### config.mk
export PLATFORM = sky130hd
export DESIGN_NAME = chti_regfile
export DESIGN_NICKNAME = d
export VERILOG_FILES = /design/src/rtl/core/chti_pkg.sv /design/src/rtl/core/chti_regfile.sv
export SDC_FILE = /design/constraint.sdc
export NUM_CORES = 1
export LEC_CHECK = 0
export BUFFER_PORTS_ARGS = -buffer_cell sky130_fd_sc_hd__buf_2
export CORE_UTILIZATION = 45
export CTS_CLUSTER_SIZE = 40
export DETAILED_ROUTE_END_ITERATION = 10
export PLACE_DENSITY_LB_ADDON = 0.1
export SYNTH_ARGS = -nofsm -noshare
export SYNTH_HDL_FRONTEND = slang
export SYNTH_SLANG_ARGS = --single-unit
### constraint.sdc
create_clock -name aclk -period 7 [get_ports aclk]
set_clock_uncertainty 0.05 [all_clocks]
set_input_delay 1.05 -clock aclk [delete_from_list [all_inputs] [get_ports aclk]]
set_output_delay 1.05 -clock aclk [all_outputs]
set_load 0.05 [all_outputs]
### src/rtl/core/chti_pkg.sv
// Shared types, constants and the query microprogram of the cubic Hermite table interpolator.
// No dependencies; imported by every module of the block.
package chti_pkg;

    localparam int MAX_POINTS = 64;
    localparam int ADDR_W     = $clog2(MAX_POINTS);
    localparam int CNT_W      = 7;
    localparam int FRAC_BITS  = 16;
    localparam int DATA_W     = 32;
    localparam int WIDE_W     = 40;
    localparam int MAG_W      = 38;
    localparam int SAT_W      = 48;
    localparam int DIVD_W     = MAG_W + FRAC_BITS;
    localparam int HALF_W     = MAG_W / 2;
    localparam int PROD_W     = 2 * MAG_W;
    localparam int RF_DEPTH   = 16;
    localparam int RF_AW      = $clog2(RF_DEPTH);
    localparam int PROG_LEN   = 37;
    localparam int PC_W       = 6;

    localparam logic signed [WIDE_W-1:0] WIDE_MAX = WIDE_W'((64'sd1 <<< MAG_W) - 64'sd1);
    localparam logic signed [WIDE_W-1:0] ONE_Q    = WIDE_W'(64'sd1 <<< FRAC_BITS);
    localparam logic signed [WIDE_W-1:0] THREE_Q  = WIDE_W'(64'sd3 <<< FRAC_BITS);
    localparam logic signed [WIDE_W-1:0] HALF_Q   = WIDE_W'(64'sd1 <<< (FRAC_BITS - 1));
    localparam logic signed [DATA_W-1:0] NEG_ONE_Q = DATA_W'(-(64'sd1 <<< FRAC_BITS));

    typedef enum logic [2:0] {
        OP_ADD  = 3'd0,
        OP_SUB  = 3'd1,
        OP_RSUB = 3'd2,
        OP_MUL  = 3'd3,
        OP_DIV  = 3'd4
    } alu_op_t;

    typedef enum logic [2:0] {
        B_REG   = 3'd0,
        B_ZERO  = 3'd1,
        B_ONE   = 3'd2,
        B_THREE = 3'd3,
        B_HALF  = 3'd4
    } bsel_t;

    typedef enum logic [1:0] {
        C_ALL  = 2'd0,
        C_FULL = 2'd1,
        C_LAST = 2'd2
    } cond_t;

    typedef struct packed {
        alu_op_t          op;
        logic [RF_AW-1:0] dst;
        logic [RF_AW-1:0] sa;
        logic [RF_AW-1:0] sb;
        bsel_t            bsel;
        cond_t            cond;
    } instr_t;

    typedef struct packed {
        logic    start;
        alu_op_t op;
    } alu_req_t;

    typedef struct packed {
        logic                     done;
        logic signed [WIDE_W-1:0] value;
    } alu_rsp_t;

    localparam logic [RF_AW-1:0] R_X0 = 4'd0;
    localparam logic [RF_AW-1:0] R_X1 = 4'd1;
    localparam logic [RF_AW-1:0] R_X2 = 4'd2;
    localparam logic [RF_AW-1:0] R_X3 = 4'd3;
    localparam logic [RF_AW-1:0] R_Y0 = 4'd4;
    localparam logic [RF_AW-1:0] R_Y1 = 4'd5;
    localparam logic [RF_AW-1:0] R_Y2 = 4'd6;
    localparam logic [RF_AW-1:0] R_Y3 = 4'd7;
    localparam logic [RF_AW-1:0] R_QX = 4'd8;
    localparam logic [RF_AW-1:0] R_T9  = 4'd9;
    localparam logic [RF_AW-1:0] R_T10 = 4'd10;
    localparam logic [RF_AW-1:0] R_T11 = 4'd11;
    localparam logic [RF_AW-1:0] R_T12 = 4'd12;
    localparam logic [RF_AW-1:0] R_T13 = 4'd13;
    localparam logic [RF_AW-1:0] R_T14 = 4'd14;
    localparam logic [RF_AW-1:0] R_T15 = 4'd15;

    function automatic logic signed [WIDE_W-1:0] sat_wide(input logic signed [SAT_W-1:0] v);
        logic signed [WIDE_W-1:0] r;
        if (v > SAT_W'(WIDE_MAX)) begin
            r = WIDE_MAX;
        end else if (v < -SAT_W'(WIDE_MAX)) begin
            r = -WIDE_MAX;
        end else begin
            r = v[WIDE_W-1:0];
        end
        return r;
    endfunction

    function automatic instr_t mk(input alu_op_t op, input logic [RF_AW-1:0] dst,
                                  input logic [RF_AW-1:0] sa, input logic [RF_AW-1:0] sb,
                                  input bsel_t bsel, input cond_t cond);
        instr_t r;
        r.op   = op;
        r.dst  = dst;
        r.sa   = sa;
        r.sb   = sb;
        r.bsel = bsel;
        r.cond = cond;
        return r;
    endfunction

    function automatic instr_t prog(input logic [PC_W-1:0] pc);
        instr_t r;
        case (pc)
            6'd0:  r = mk(OP_SUB,  R_T9,  R_X1,  R_X0,  B_REG,   C_ALL);
            6'd1:  r = mk(OP_SUB,  R_T10, R_Y1,  R_Y0,  B_REG,   C_ALL);
            6'd2:  r = mk(OP_DIV,  R_T9,  R_T10, R_T9,  B_REG,   C_ALL);
            6'd3:  r = mk(OP_SUB,  R_T10, R_X2,  R_X1,  B_REG,   C_ALL);
            6'd4:  r = mk(OP_SUB,  R_T11, R_Y2,  R_Y1,  B_REG,   C_ALL);
            6'd5:  r = mk(OP_DIV,  R_T11, R_T11, R_T10, B_REG,   C_ALL);
            6'd6:  r = mk(OP_ADD,  R_T12, R_T9,  R_T11, B_REG,   C_ALL);
            6'd7:  r = mk(OP_MUL,  R_T12, R_T12, R_T12, B_HALF,  C_ALL);
            6'd8:  r = mk(OP_MUL,  R_T12, R_T10, R_T12, B_REG,   C_ALL);
            6'd9:  r = mk(OP_SUB,  R_T13, R_X3,  R_X2,  B_REG,   C_FULL);
            6'd10: r = mk(OP_SUB,  R_T14, R_Y3,  R_Y2,  B_REG,   C_FULL);
            6'd11: r = mk(OP_DIV,  R_T13, R_T14, R_T13, B_REG,   C_FULL);
            6'd12: r = mk(OP_ADD,  R_T13, R_T11, R_T13, B_REG,   C_FULL);
            6'd13: r = mk(OP_MUL,  R_T13, R_T13, R_T13, B_HALF,  C_FULL);
            6'd14: r = mk(OP_ADD,  R_T13, R_T11, R_T11, B_ZERO,  C_LAST);
            6'd15: r = mk(OP_MUL,  R_T13, R_T10, R_T13, B_REG,   C_ALL);
            6'd16: r = mk(OP_SUB,  R_T14, R_QX,  R_X1,  B_REG,   C_ALL);
            6'd17: r = mk(OP_DIV,  R_T14, R_T14, R_T10, B_REG,   C_ALL);
            6'd18: r = mk(OP_RSUB, R_T15, R_T14, R_T14, B_ONE,   C_ALL);
            6'd19: r = mk(OP_ADD,  R_T9,  R_T14, R_T14, B_REG,   C_ALL);
            6'd20: r = mk(OP_MUL,  R_T11, R_T14, R_T14, B_REG,   C_ALL);
            6'd21: r = mk(OP_RSUB, R_X0,  R_T9,  R_T9,  B_THREE, C_ALL);
            6'd22: r = mk(OP_MUL,  R_X0,  R_T11, R_X0,  B_REG,   C_ALL);
            6'd23: r = mk(OP_MUL,  R_X0,  R_X0,  R_Y2,  B_REG,   C_ALL);
            6'd24: r = mk(OP_SUB,  R_X1,  R_T14, R_T14, B_ONE,   C_ALL);
            6'd25: r = mk(OP_MUL,  R_X1,  R_T11, R_X1,  B_REG,   C_ALL);
            6'd26: r = mk(OP_MUL,  R_X1,  R_X1,  R_T13, B_REG,   C_ALL);
            6'd27: r = mk(OP_ADD,  R_X0,  R_X0,  R_X1,  B_REG,   C_ALL);
            6'd28: r = mk(OP_ADD,  R_T9,  R_T9,  R_T9,  B_ONE,   C_ALL);
            6'd29: r = mk(OP_MUL,  R_T9,  R_T9,  R_T15, B_REG,   C_ALL);
            6'd30: r = mk(OP_MUL,  R_T9,  R_T9,  R_T15, B_REG,   C_ALL);
            6'd31: r = mk(OP_MUL,  R_T9,  R_T9,  R_Y1,  B_REG,   C_ALL);
            6'd32: r = mk(OP_MUL,  R_T14, R_T14, R_T15, B_REG,   C_ALL);
            6'd33: r = mk(OP_MUL,  R_T14, R_T14, R_T15, B_REG,   C_ALL);
            6'd34: r = mk(OP_MUL,  R_T14, R_T14, R_T12, B_REG,   C_ALL);
            6'd35: r = mk(OP_ADD,  R_T9,  R_T9,  R_T14, B_REG,   C_ALL);
            6'd36: r = mk(OP_ADD,  R_T9,  R_T9,  R_X0,  B_REG,   C_ALL);
            default: r = mk(OP_ADD, R_T9, R_T9,  R_T9,  B_REG,   C_ALL);
        endcase
        return r;
    endfunction

endpackage

### src/rtl/core/chti_regfile.sv
// Working register file of the query sequencer: one write port, two registered read ports.
// Depends on chti_pkg.
module chti_regfile import chti_pkg::*; (
    input  logic                     aclk,
    input  logic                     we,
    input  logic [RF_AW-1:0]         waddr,
    input  logic signed [WIDE_W-1:0] wdata,
    input  logic [RF_AW-1:0]         ra,
    input  logic [RF_AW-1:0]         rb,
    output logic signed [WIDE_W-1:0] qa,
    output logic signed [WIDE_W-1:0] qb
);

    logic signed [WIDE_W-1:0] mem [RF_DEPTH];

    always_ff @(posedge aclk) begin
        if (we) begin
            mem[waddr] <= wdata;
        end
        qa <= mem[ra];
        qb <= mem[rb];
    end

endmodule

==> summary.md <==
| Metric | Value |
|---|---|
| R2R cell count | `3` |
| Post-synthesis sequential element count | `a little over 700` |
| H-tree depth | `3` |
| Switching fraction of total power | `23.0%` |
| CTS buffer count | `77` |
| GRT overflow | `0` |
| Commonest non-fill, non-tap cell in the layout | `edfxtp_1` |
| Top FF cell, synth | `edfxtp_1` |
| Largest net degree at the start of global routing | `75` |
| Post-Syn Area per Cell | `21.3 um^2` |
| GRT busiest layer | `met2` |
| Cell Pwr Density | `between 200 and 300 nW/um^2` |
| Clk buf depth | `3` |
| # IOs | `134` |
| Fmax | `about 340 MHz` |
| Placer Congestion | `0.706` |
| Worst Hold Depth | `3` |
| Status | `complete, but fails checks` |
| TNS Setup | `0 ns` |
| Clock power share | `41.1%` |
| Placement Setup Slack | `3.41 ns` |
| Share of flip-flops with an asynchronous set or reset | `0%` |
| Final setup viols | `0` |
| Yosys top cell by area | `edfxtp_1` |
| Pint | `7.50 mW` |
| GR Util met2 | `38.5%` |
| WS Path Type | `in2reg` |
| Hold Path Sink | `qb[2]$_DFF_P_` |
| First-pass GRT wire length | `114000 um` |
| Max FO, Critical Path | `74` |
| DR WL/cell | `roughly 32 um` |
| Via count | `15600` |
| CTS tree | `done` |
| Die Wd | `roughly 260 um` |
| Combinational Power Share | `9.0%` |
| Core footprint | `66100 um^2` |
| IO Port Bufs | `about 130` |
| Routing usage on met1 | `about 33%` |
| Via density | `about 6.3` |
| Net Switching | `2.24 mW` |
| RSZ-0062 raised after global routing | `no` |
| TritonRoute pass-1 iters | `10` |
| Leak | `11.2 nW` |
| Layout area overhead | `13.8%` |
| Dpl cells | `roughly 2300` |
| Synth unique cells | `18` |
| Post-Synthesis Cells | `1417` |
| Flop pwr share | `49.9%` |
| Ranking of synthesized cells by area | `edfxtp_1 64%, mux4_2 24%, dfxtp_1 5.3%, a22oi_1 4.0%, nand2_1 1.0%` |
| Reg-to-reg startpoint | `mem[3][32]$_DFFE_PP_` |
| DR iter-0 viols | `1417` |
| Tmin final | `2.90 ns` |
| Synth top area share | `63.6%` |
| Reg2Reg Capture Point | `qb[32]$_DFF_P_` |
| Fin. max-slew vios | `0` |
| Post-synthesis sequential area ratio | `68.9%` |
| Synth Cell Area | `30200 um^2` |
| Initial Util | `roughly 46%` |
| Max Cap Viol | `0` |
| Met3 Usage GRT | `4.48%` |
| Critical Path AT | `3.31 ns` |
| CTS Hold Buffers Added | `0` |
| Worst Path Required | `7.41 ns` |
| Antenna-violating nets left | `0` |
| Worst Hold Launch | `mem[15][2]$_DFFE_PP_` |
| Clock transition at the registers of the reported paths | `0.06 ns` |
| Post-Syn Nets | `about 1500` |
| Commonest non-fill, non-tap cells in the layout | `640 x edfxtp_1, 320 x mux4_2, 160 x a22oi_1` |
| Number of clock sinks | `720` |
| Post-synth EDFFs | `640` |
| Num rows | `94` |
| Die Height | `261 um` |
| Clk root buf | `clkbuf_16` |
| R2R setup slack | `5.39 ns` |
| Setup Buffers After CTS | `0` |
| Fill cell count | `5170` |
| Failing checks | `DRC` |
| Slew headroom | `34.1%` |
| Initial antenna violation count | `4` |
| Slew @ Worst Pin | `about 0.99 ns` |
| Crit start category | `input pin` |
| DRC viols | `2` |
| Final setup margin | `4.10 ns` |
| Fin cells | `2483` |
| Final #Nets | `~1600` |
| Skew-Pair Late Insertion Delay | `~0.6 ns` |
| Die area | `68200 um^2` |
| Share of layout cells above drive strength 1 | `38.2%` |
| Final hold violations | `0` |
| Total GRT Usage | `23.6%` |
| Resized Gates After CTS | `0` |
| Final period util | `41.4%` |
| Dpl hpwl | `38800 um` |
| Maximum VDD drop | `0.160 mV` |
| Critical Path End Type | `flop` |
| Hold/Removal Path Class | `reg2reg` |
| Vias in the first global route | `roughly 17000` |
| Yosys warns | `0` |
| Post-Route WL | `78400 um` |
==> layout make-up <==
cell class	instances	area [um^2]	area share, %
Sequential cell	720	20800	60.6
Multi-Input combinational cell	591	9020	26.2
Clock buffer	108	2180	6.34
Tap cell	864	1080	3.14
Timing Repair Buffer	166	971	2.82
Clock inverter	32	298	0.866
Antenna cell	2	5.00	0.0146
==> sequential cells by signal (all words and copies together), names as in the netlist <==
register,count
mem,640
qa,40
qb,40
==> synth_stat cells (4+ instances only) <==
library cell	number
edfxtp_1	640
buf_6	6
nor2b_1	4
a22oi_1	160
buf_1	16
dfxtp_1	80
mux4_2	320
buf_4	16
clkbuf_1	51
buf_2	17
nor2_1	14
nand2_1	81
nor3_1	4
==> cell families (layout without fill, tap and decap cells) <==
family	Yosys count	count (layout)	share of synthesized area, %
AO/OA/AOI/OAI	160	160	3.98
multiplexers	320	320	23.9
flip-flops	720	720	68.9
AND/OR/NAND/NOR	111	111	1.51
buffers and inverters	106	306	1.74
other	0	2	0
==> through the flow <==
stage / utilization, % / hold slack (ns) / power, mW / cell area, um^2
3_5_place_dp: 48.3 / 0.634 / 5.84 / 31900
4_1_cts: 52.0 / 0.647 / 9.84 / 34400
2_1_floorplan: - / 0.605 / 5.55 / 30200
3_3_place_gp: 48.3 / 0.629 / 5.83 / 31900
5_1_grt: 52.0 / 0.672 / 10.0 / 34400
6_report: 52.0 / 0.646 / 9.74 / 34400
==> worst max path at each step <==
stage              from                  end  slack [ns]  cells past startpoint
2_1_floorplan  waddr[2]  mem[0][0]$_DFFE_PP_        2.16                      2
3_3_place_gp      ra[0]        qa[0]$_DFF_P_        3.40                      5
6_report          ra[1]       qa[16]$_DFF_P_        4.10                      5
3_5_place_dp      rb[0]        qb[0]$_DFF_P_        3.41                      5
4_1_cts           rb[0]        qb[0]$_DFF_P_        4.04                      5
5_1_grt           rb[0]        qb[0]$_DFF_P_        3.88                      5
==> worst max-delay path, cell delays in order <==
cell     delay, ns
buf_6         0.59
buf_4         0.68
mux4_2        0.41
a22oi_1       0.24
nand2_1       0.15
==> power groups by stage <==
stage | sequential [mW] | clock (mW) | combinational (mW)
final | 4.86 | 4.01 | 0.878
after detailed placement | 4.95 | 0 | 0.888
after global routing | 4.87 | 4.23 | 0.927
after global placement | 4.95 | 0 | 0.884
after CTS | 4.86 | 4.09 | 0.890
after floorplan | 5.13 | 0 | 0.415
==> metal layers <==
layer	share of wire, %	wire, um
met5	0.028	22
met4	2.2	1740
met3	6.9	5420
met2	49	38700
met1	41	32500
No activity file was read; power rests on OpenSTA's default activity.
