[config.mk]
export PLATFORM = sky130hd
export DESIGN_NAME = chti_alu
export DESIGN_NICKNAME = d
export VERILOG_FILES = /design/src/rtl/core/chti_pkg.sv /design/src/rtl/core/chti_alu.sv
export SDC_FILE = /design/constraint.sdc
export NUM_CORES = 2
export LEC_CHECK = 0
export BUFFER_PORTS_ARGS = -buffer_cell sky130_fd_sc_hd__buf_4
export CAP_MARGIN = 20
export CORE_MARGIN = 5
export CORE_UTILIZATION = 55
export DETAILED_ROUTE_END_ITERATION = 10
export PLACE_DENSITY = 0.73
export SYNTH_ARGS = -nofsm -noshare
export SYNTH_HDL_FRONTEND = slang
export SYNTH_SLANG_ARGS = --single-unit
[constraint.sdc]
create_clock -name aclk -period 11.1 [get_ports aclk]
set_input_delay 0.555 -clock aclk [delete_from_list [all_inputs] [get_ports aclk]]
set_output_delay 0.555 -clock aclk [all_outputs]
set_load 0.005 [all_outputs]
[src/rtl/core/chti_pkg.sv]
// Shared types, constants and the query microprogram of the cubic Hermite table interpolator.
// No dependencies; imported by every module of the block.
package chti_pkg;

    localparam int MAX_POINTS = 64;
    localparam int ADDR_W     = $clog2(MAX_POINTS);
    localparam int CNT_W      = 7;
    localparam int FRAC_BITS  = 16;
    localparam int DATA_W     = 32;
    localparam int WIDE_W     = 40;
    localparam int MAG_W      = 38;
    localparam int SAT_W      = 48;
    localparam int DIVD_W     = MAG_W + FRAC_BITS;
    localparam int HALF_W     = MAG_W / 2;
    localparam int PROD_W     = 2 * MAG_W;
    localparam int RF_DEPTH   = 16;
    localparam int RF_AW      = $clog2(RF_DEPTH);
    localparam int PROG_LEN   = 37;
    localparam int PC_W       = 6;

    localparam logic signed [WIDE_W-1:0] WIDE_MAX = WIDE_W'((64'sd1 <<< MAG_W) - 64'sd1);
    localparam logic signed [WIDE_W-1:0] ONE_Q    = WIDE_W'(64'sd1 <<< FRAC_BITS);
    localparam logic signed [WIDE_W-1:0] THREE_Q  = WIDE_W'(64'sd3 <<< FRAC_BITS);
    localparam logic signed [WIDE_W-1:0] HALF_Q   = WIDE_W'(64'sd1 <<< (FRAC_BITS - 1));
    localparam logic signed [DATA_W-1:0] NEG_ONE_Q = DATA_W'(-(64'sd1 <<< FRAC_BITS));

    typedef enum logic [2:0] {
        OP_ADD  = 3'd0,
        OP_SUB  = 3'd1,
        OP_RSUB = 3'd2,
        OP_MUL  = 3'd3,
        OP_DIV  = 3'd4
    } alu_op_t;

    typedef enum logic [2:0] {
        B_REG   = 3'd0,
        B_ZERO  = 3'd1,
        B_ONE   = 3'd2,
        B_THREE = 3'd3,
        B_HALF  = 3'd4
    } bsel_t;

    typedef enum logic [1:0] {
        C_ALL  = 2'd0,
        C_FULL = 2'd1,
        C_LAST = 2'd2
    } cond_t;

    typedef struct packed {
        alu_op_t          op;
        logic [RF_AW-1:0] dst;
        logic [RF_AW-1:0] sa;
        logic [RF_AW-1:0] sb;
        bsel_t            bsel;
        cond_t            cond;
    } instr_t;

    typedef struct packed {
        logic    start;
        alu_op_t op;
    } alu_req_t;

    typedef struct packed {
        logic                     done;
        logic signed [WIDE_W-1:0] value;
    } alu_rsp_t;

    localparam logic [RF_AW-1:0] R_X0 = 4'd0;
    localparam logic [RF_AW-1:0] R_X1 = 4'd1;
    localparam logic [RF_AW-1:0] R_X2 = 4'd2;
    localparam logic [RF_AW-1:0] R_X3 = 4'd3;
    localparam logic [RF_AW-1:0] R_Y0 = 4'd4;
    localparam logic [RF_AW-1:0] R_Y1 = 4'd5;
    localparam logic [RF_AW-1:0] R_Y2 = 4'd6;
    localparam logic [RF_AW-1:0] R_Y3 = 4'd7;
    localparam logic [RF_AW-1:0] R_QX = 4'd8;
    localparam logic [RF_AW-1:0] R_T9  = 4'd9;
    localparam logic [RF_AW-1:0] R_T10 = 4'd10;
    localparam logic [RF_AW-1:0] R_T11 = 4'd11;
    localparam logic [RF_AW-1:0] R_T12 = 4'd12;
    localparam logic [RF_AW-1:0] R_T13 = 4'd13;
    localparam logic [RF_AW-1:0] R_T14 = 4'd14;
    localparam logic [RF_AW-1:0] R_T15 = 4'd15;

    function automatic logic signed [WIDE_W-1:0] sat_wide(input logic signed [SAT_W-1:0] v);
        logic signed [WIDE_W-1:0] r;
        if (v > SAT_W'(WIDE_MAX)) begin
            r = WIDE_MAX;
        end else if (v < -SAT_W'(WIDE_MAX)) begin
            r = -WIDE_MAX;
        end else begin
            r = v[WIDE_W-1:0];
        end
        return r;
    endfunction

    function automatic instr_t mk(input alu_op_t op, input logic [RF_AW-1:0] dst,
                                  input logic [RF_AW-1:0] sa, input logic [RF_AW-1:0] sb,
                                  input bsel_t bsel, input cond_t cond);
        instr_t r;
        r.op   = op;
        r.dst  = dst;
        r.sa   = sa;
        r.sb   = sb;
        r.bsel = bsel;
        r.cond = cond;
        return r;
    endfunction

    function automatic instr_t prog(input logic [PC_W-1:0] pc);
        instr_t r;
        case (pc)
            6'd0:  r = mk(OP_SUB,  R_T9,  R_X1,  R_X0,  B_REG,   C_ALL);
            6'd1:  r = mk(OP_SUB,  R_T10, R_Y1,  R_Y0,  B_REG,   C_ALL);
            6'd2:  r = mk(OP_DIV,  R_T9,  R_T10, R_T9,  B_REG,   C_ALL);
            6'd3:  r = mk(OP_SUB,  R_T10, R_X2,  R_X1,  B_REG,   C_ALL);
            6'd4:  r = mk(OP_SUB,  R_T11, R_Y2,  R_Y1,  B_REG,   C_ALL);
            6'd5:  r = mk(OP_DIV,  R_T11, R_T11, R_T10, B_REG,   C_ALL);
            6'd6:  r = mk(OP_ADD,  R_T12, R_T9,  R_T11, B_REG,   C_ALL);
            6'd7:  r = mk(OP_MUL,  R_T12, R_T12, R_T12, B_HALF,  C_ALL);
            6'd8:  r = mk(OP_MUL,  R_T12, R_T10, R_T12, B_REG,   C_ALL);
            6'd9:  r = mk(OP_SUB,  R_T13, R_X3,  R_X2,  B_REG,   C_FULL);
            6'd10: r = mk(OP_SUB,  R_T14, R_Y3,  R_Y2,  B_REG,   C_FULL);
            6'd11: r = mk(OP_DIV,  R_T13, R_T14, R_T13, B_REG,   C_FULL);
            6'd12: r = mk(OP_ADD,  R_T13, R_T11, R_T13, B_REG,   C_FULL);
            6'd13: r = mk(OP_MUL,  R_T13, R_T13, R_T13, B_HALF,  C_FULL);
            6'd14: r = mk(OP_ADD,  R_T13, R_T11, R_T11, B_ZERO,  C_LAST);
            6'd15: r = mk(OP_MUL,  R_T13, R_T10, R_T13, B_REG,   C_ALL);
            6'd16: r = mk(OP_SUB,  R_T14, R_QX,  R_X1,  B_REG,   C_ALL);
            6'd17: r = mk(OP_DIV,  R_T14, R_T14, R_T10, B_REG,   C_ALL);
            6'd18: r = mk(OP_RSUB, R_T15, R_T14, R_T14, B_ONE,   C_ALL);
            6'd19: r = mk(OP_ADD,  R_T9,  R_T14, R_T14, B_REG,   C_ALL);
            6'd20: r = mk(OP_MUL,  R_T11, R_T14, R_T14, B_REG,   C_ALL);
            6'd21: r = mk(OP_RSUB, R_X0,  R_T9,  R_T9,  B_THREE, C_ALL);
            6'd22: r = mk(OP_MUL,  R_X0,  R_T11, R_X0,  B_REG,   C_ALL);
            6'd23: r = mk(OP_MUL,  R_X0,  R_X0,  R_Y2,  B_REG,   C_ALL);
            6'd24: r = mk(OP_SUB,  R_X1,  R_T14, R_T14, B_ONE,   C_ALL);
            6'd25: r = mk(OP_MUL,  R_X1,  R_T11, R_X1,  B_REG,   C_ALL);
            6'd26: r = mk(OP_MUL,  R_X1,  R_X1,  R_T13, B_REG,   C_ALL);
            6'd27: r = mk(OP_ADD,  R_X0,  R_X0,  R_X1,  B_REG,   C_ALL);
            6'd28: r = mk(OP_ADD,  R_T9,  R_T9,  R_T9,  B_ONE,   C_ALL);
            6'd29: r = mk(OP_MUL,  R_T9,  R_T9,  R_T15, B_REG,   C_ALL);
            6'd30: r = mk(OP_MUL,  R_T9,  R_T9,  R_T15, B_REG,   C_ALL);
            6'd31: r = mk(OP_MUL,  R_T9,  R_T9,  R_Y1,  B_REG,   C_ALL);
            6'd32: r = mk(OP_MUL,  R_T14, R_T14, R_T15, B_REG,   C_ALL);
            6'd33: r = mk(OP_MUL,  R_T14, R_T14, R_T15, B_REG,   C_ALL);
            6'd34: r = mk(OP_MUL,  R_T14, R_T14, R_T12, B_REG,   C_ALL);
            6'd35: r = mk(OP_ADD,  R_T9,  R_T9,  R_T14, B_REG,   C_ALL);
            6'd36: r = mk(OP_ADD,  R_T9,  R_T9,  R_X0,  B_REG,   C_ALL);
            default: r = mk(OP_ADD, R_T9, R_T9,  R_T9,  B_REG,   C_ALL);
        endcase
        return r;
    endfunction

endpackage

[src/rtl/core/chti_alu.sv]
// Saturating fixed-point unit: add and subtract with a registered result, multiply in two partial
// products, divide one quotient bit per cycle. Depends on chti_pkg.
module chti_alu import chti_pkg::*; (
    input  logic                     aclk,
    input  logic                     aresetn,
    input  alu_req_t                 req,
    input  logic signed [WIDE_W-1:0] a,
    input  logic signed [WIDE_W-1:0] b,
    output alu_rsp_t                 rsp
);

    typedef enum logic [3:0] {
        A_IDLE = 4'b0001,
        A_MHI  = 4'b0010,
        A_MFIN = 4'b0100,
        A_DIV  = 4'b1000
    } alu_state_t;

    alu_state_t               state_reg;
    logic                     done_reg;
    logic signed [WIDE_W-1:0] val_reg;
    logic                     neg_reg;
    logic [MAG_W-1:0]         ua_reg;
    logic [MAG_W-1:0]         ub_reg;
    logic [PROD_W-1:0]        acc_reg;
    logic [MAG_W-1:0]         rem_reg;
    logic [DIVD_W-1:0]        quo_reg;
    logic [PC_W-1:0]          cnt_reg;

    logic signed [WIDE_W-1:0] abs_a;
    logic signed [WIDE_W-1:0] abs_b;
    logic signed [WIDE_W:0]   sum;
    logic [MAG_W:0]           trial;
    logic                     qbit;
    logic [MAG_W-1:0]         rem_next;
    logic [DIVD_W-1:0]        q_full;
    logic signed [PROD_W:0]   prod_s;
    logic signed [PROD_W:0]   prod_sh;

    assign abs_a = a[WIDE_W-1] ? -a : a;
    assign abs_b = b[WIDE_W-1] ? -b : b;

    always_comb begin
        case (req.op)
            OP_SUB:  sum = {a[WIDE_W-1], a} - {b[WIDE_W-1], b};
            OP_RSUB: sum = {b[WIDE_W-1], b} - {a[WIDE_W-1], a};
            default: sum = {a[WIDE_W-1], a} + {b[WIDE_W-1], b};
        endcase
    end

    assign trial    = {rem_reg, quo_reg[DIVD_W-1]};
    assign qbit     = (trial >= {1'b0, ub_reg});
    assign rem_next = qbit ? MAG_W'(trial - {1'b0, ub_reg}) : trial[MAG_W-1:0];
    assign q_full   = {quo_reg[DIVD_W-2:0], qbit};

    assign prod_s  = neg_reg ? -$signed({1'b0, acc_reg}) : $signed({1'b0, acc_reg});
    assign prod_sh = prod_s >>> FRAC_BITS;

    always_ff @(posedge aclk) begin
        if (!aresetn) begin
            state_reg <= A_IDLE;
            done_reg  <= 1'b0;
        end else begin
            done_reg <= 1'b0;
            case (state_reg)
                A_IDLE: begin
                    if (req.start) begin
                        case (req.op)
                            OP_MUL: begin
                                state_reg <= A_MHI;
                            end
                            OP_DIV: begin
                                if (b == '0) begin
                                    done_reg <= 1'b1;
                                end else begin
                                    state_reg <= A_DIV;
                                end
                            end
                            default: begin
                                done_reg <= 1'b1;
                            end
                        endcase
                    end
                end
                A_MHI: begin
                    state_reg <= A_MFIN;
                end
                A_MFIN: begin
                    state_reg <= A_IDLE;
                    done_reg  <= 1'b1;
                end
                A_DIV: begin
                    if (cnt_reg == PC_W'(DIVD_W - 1)) begin
                        state_reg <= A_IDLE;
                        done_reg  <= 1'b1;
                    end
                end
                default: begin
                    state_reg <= A_IDLE;
                end
            endcase
        end
    end

    always_ff @(posedge aclk) begin
        case (state_reg)
            A_IDLE: begin
                ua_reg  <= abs_a[MAG_W-1:0];
                ub_reg  <= abs_b[MAG_W-1:0];
                neg_reg <= a[WIDE_W-1] != b[WIDE_W-1];
                acc_reg <= PROD_W'(abs_a[HALF_W-1:0] * abs_b[MAG_W-1:0]);
                rem_reg <= '0;
                quo_reg <= {abs_a[MAG_W-1:0], FRAC_BITS'(0)};
                cnt_reg <= '0;
                if (req.op == OP_DIV) begin
                    val_reg <= '0;
                end else begin
                    val_reg <= sat_wide(SAT_W'(sum));
                end
            end
            A_MHI: begin
                acc_reg <= acc_reg
                         + (PROD_W'(ua_reg[MAG_W-1:HALF_W] * ub_reg) << HALF_W);
            end
            A_MFIN: begin
                if (acc_reg > (PROD_W'(1) << 62)) begin
                    val_reg <= neg_reg ? -WIDE_MAX : WIDE_MAX;
                end else begin
                    val_reg <= sat_wide(prod_sh[SAT_W-1:0]);
                end
            end
            A_DIV: begin
                rem_reg <= rem_next;
                quo_reg <= q_full;
                cnt_reg <= cnt_reg + 1'b1;
                if (q_full > DIVD_W'(WIDE_MAX)) begin
                    val_reg <= neg_reg ? -WIDE_MAX : WIDE_MAX;
                end else begin
                    val_reg <= neg_reg ? -$signed(WIDE_W'(q_full)) : $signed(WIDE_W'(q_full));
                end
            end
            default: begin
                val_reg <= val_reg;
            end
        endcase
    end

    assign rsp.done  = done_reg;
    assign rsp.value = val_reg;

endmodule

==> key figures <==
Setup path
  • Crit-path slowest cell: edfxtp_1
  • CP Class: flip-flop to flip-flop
  • Crit path max fanout: 20
  • Critical path's most frequent cell: fa_1
  • WP data arrival: roughly 11,000 ps
  • Family with the most delay on the worst path: compound AO/OA/AOI/OAI gates
  • Crit start category: flip-flop
  • Crit-path max cell delay: between 800 and 900 ps
  • Worst path bufs/invs: 4
  • Req. time, crit path: 11,400 ps
  • Kind of end point of the critical path: flip-flop

Synth
  • Netlist area before placement: roughly 0.07 mm²
  • Sequential share of the synthesized area: between 10% and 20%
  • Top FF cell, synth: edfxtp_1
  • Post-Syn Instances: about 8,400
  • Post-synth cell types: around 90
  • Fraction of registers with async set/reset: 0%
  • Ys Warns: 0
  • Mapped Avg Cell Area: about 8.4 µm²
  • Mapped Nets: a little over 10,000
  • Post-synth EDFFs: approximately 270
  • Synth Register Bits: 277

Place
  • Place WS: between 300 and 400 ps
  • Inst Count DP: 10,050
  • Port bufs: 126
  • Detailed Place HPWL: between 150,000 and 200,000 µm
  • Final Wtd Congestion: 1.041

Final layout
  • Max reg flops: 76
  • Fraction of layout cells with a size suffix above 1: 5.849%
  • Finished Layout Cells: around 10,000
  • Nets: roughly 10,000
  • Layout Area Growth over Synthesis: 6.355%

Floorplan
  • Die H: around 370 µm
  • Core area: between 0.1 and 0.15 mm²
  • Chip width: between 300 and 400 µm
  • Die ar.: around 0.14 mm²
  • Starting density of the core: 55.49%
  • Core Rows: approximately 130
  • # IOs: approximately 130

Timing
  • Minimum clock period: roughly 11,000 ps
  • RSZ-0062 raised after global routing: no
  • Final setup violation count: 0
  • Relative slew margins: 7.745%
  • Worst-Margin Slew: 1369 ps
  • Endpoints failing hold: 0
  • Final Skew: ~34 ps
  • Setup ws final: between 400 and 500 ps
  • Final Cycle Share: between 90% and 100%
  • F_max: 93.66 MHz
  • Setup TNS: 0 ps
  • Slew Limit Fails: 0

GRT
  • Grt ovf: 0
  • Global-route wire length before repair: between 300,000 and 400,000 µm
  • Largest net degree at the start of global routing: 75
  • Vias in the first global route: 61,730
  • Total Routing Usage GR: between 30% and 40%
  • Initial antenna violation count: 14

Clock network
  • Clk root buf: clkbuf_16
  • Max clock buf depth: 3
  • CTS resizes: 0
  • Num Clock Sinks: roughly 280
  • Clock slew at reported path FFs: about 60 ps
  • Worst-skew pair later-pin latency: approximately 600 ps
  • # H-tree levels: 2
  • CTS Buf Count: 37
  • CTS tree: yes
  • Hold_buf cts: 0

Detailed routing
  • WL final: 238,200 µm
  • Drt via density: about 6
  • Wire per inst: about 24 µm
  • DRC: 0
  • Antenna Nets Post-Route: 0
  • DR pass1 iterations: 6
  • Initial DRC Count: approximately 6,400
  • Vias: 61,060

Worst hold path
  • Worst min path class: primary input to flip-flop

Status
  • Status: finished clean

Run
  • Max_cap viols: 0
==> Yosys cell counts, types with 139 or more instances <==
| library cell | n | area, µm² |
|---|---|---|
| inv_1 | 1526 | 5728 |
| xor2_1 | 144 | 1261 |
| a21oi_1 | 363 | 1817 |
| and2_1 | 324 | 2027 |
| xnor2_1 | 248 | 2172 |
| nor2_1 | 526 | 1974 |
| o21ai_0 | 267 | 1336 |
| a21o_1 | 139 | 1044 |
| fa_1 | 1226 | 24540 |
| ha_1 | 466 | 5831 |
| clkbuf_1 | 386 | 1449 |
| nand2_1 | 1323 | 4966 |
| edfxtp_1 | 272 | 8168 |
==> cell usage in the layout (no fill, tap or decap), types with 49 or more instances in the layout <==
master	n
inv_1	1525
ha_1	466
xnor2_1	221
nor2_1	526
fa_1	1226
a21oi_1	363
nand2_1	1321
nor2b_1	49
nand4_1	62
edfxtp_1	272
nand3_1	89
nand2b_1	51
nor3_1	92
xor2_1	141
o31ai_1	60
a21o_1	139
o21ai_0	266
buf_4	315
or3_1	66
and2_1	324
==> cell families (layout without fill, tap and decap cells) <==
group	count (synthesis)	in the layout	synth area share [%]
AND/OR/NAND/NOR	2801	2801	18.15
buffers and inverters	1964	1918	10.42
adder cells (fa/ha/maj)	1692	1692	42.76
AO/OA/AOI/OAI	1274	1274	11.60
XOR/XNOR	392	392	4.833
flip-flops	277	277	11.64
multiplexers	40	40	0.5989
other	0	7	0
==> final timing paths <==
path,to,cells past startpoint,slack (ps),from
setup / recovery,acc_reg[71],34,420,ub_reg[6]
hold / removal,state_reg[0],2,170,aresetn
setup reg to reg,acc_reg[71],34,420,ub_reg[6]
hold reg to reg,quo_reg[48],2,580,quo_reg[47]
==> routing by layer <==
layer / vias to the layer above / GRT usage [%] / part of all wire (%)
met3: 733 / 8.835 / 11
li1: 26720 / - / -
met5: - / 0 / 0.034
met1: 30350 / 45.61 / 39
met2: 3246 / 53.83 / 44
met4: 12 / 18.30 / 6.5
==> area by class of cell <==
cell class	count	area (µm²)
Clock buffer	43	948.4
Antenna cell	7	17.52
Fill cell	11420	52460
Inverter	1532	5753
Tap cell	1729	2163
Multi-Input combinational cell	6199	55680
Timing Repair Buffer	320	2457
Clock inverter	23	260.3
Sequential cell	277	8268
==> stage by stage <==
step	instance area [µm²]	utilization, %	hold WS (ps)
floorplan	71030	-	542.7
global placement	74220	57.98	559.3
detailed placement	74230	57.99	568.2
CTS	75440	58.93	156.6
global route	75530	59.00	168.2
finish	75550	59.02	173.1
==> timing repair <==
item                       CTS  global route
setup endpoints to repair    0             2
hold endpoints to repair     0             0
buffers inserted             0             1
Power is not shown: default switching activity piles up to over one toggle a cycle in this logic, so the estimate is an artifact.
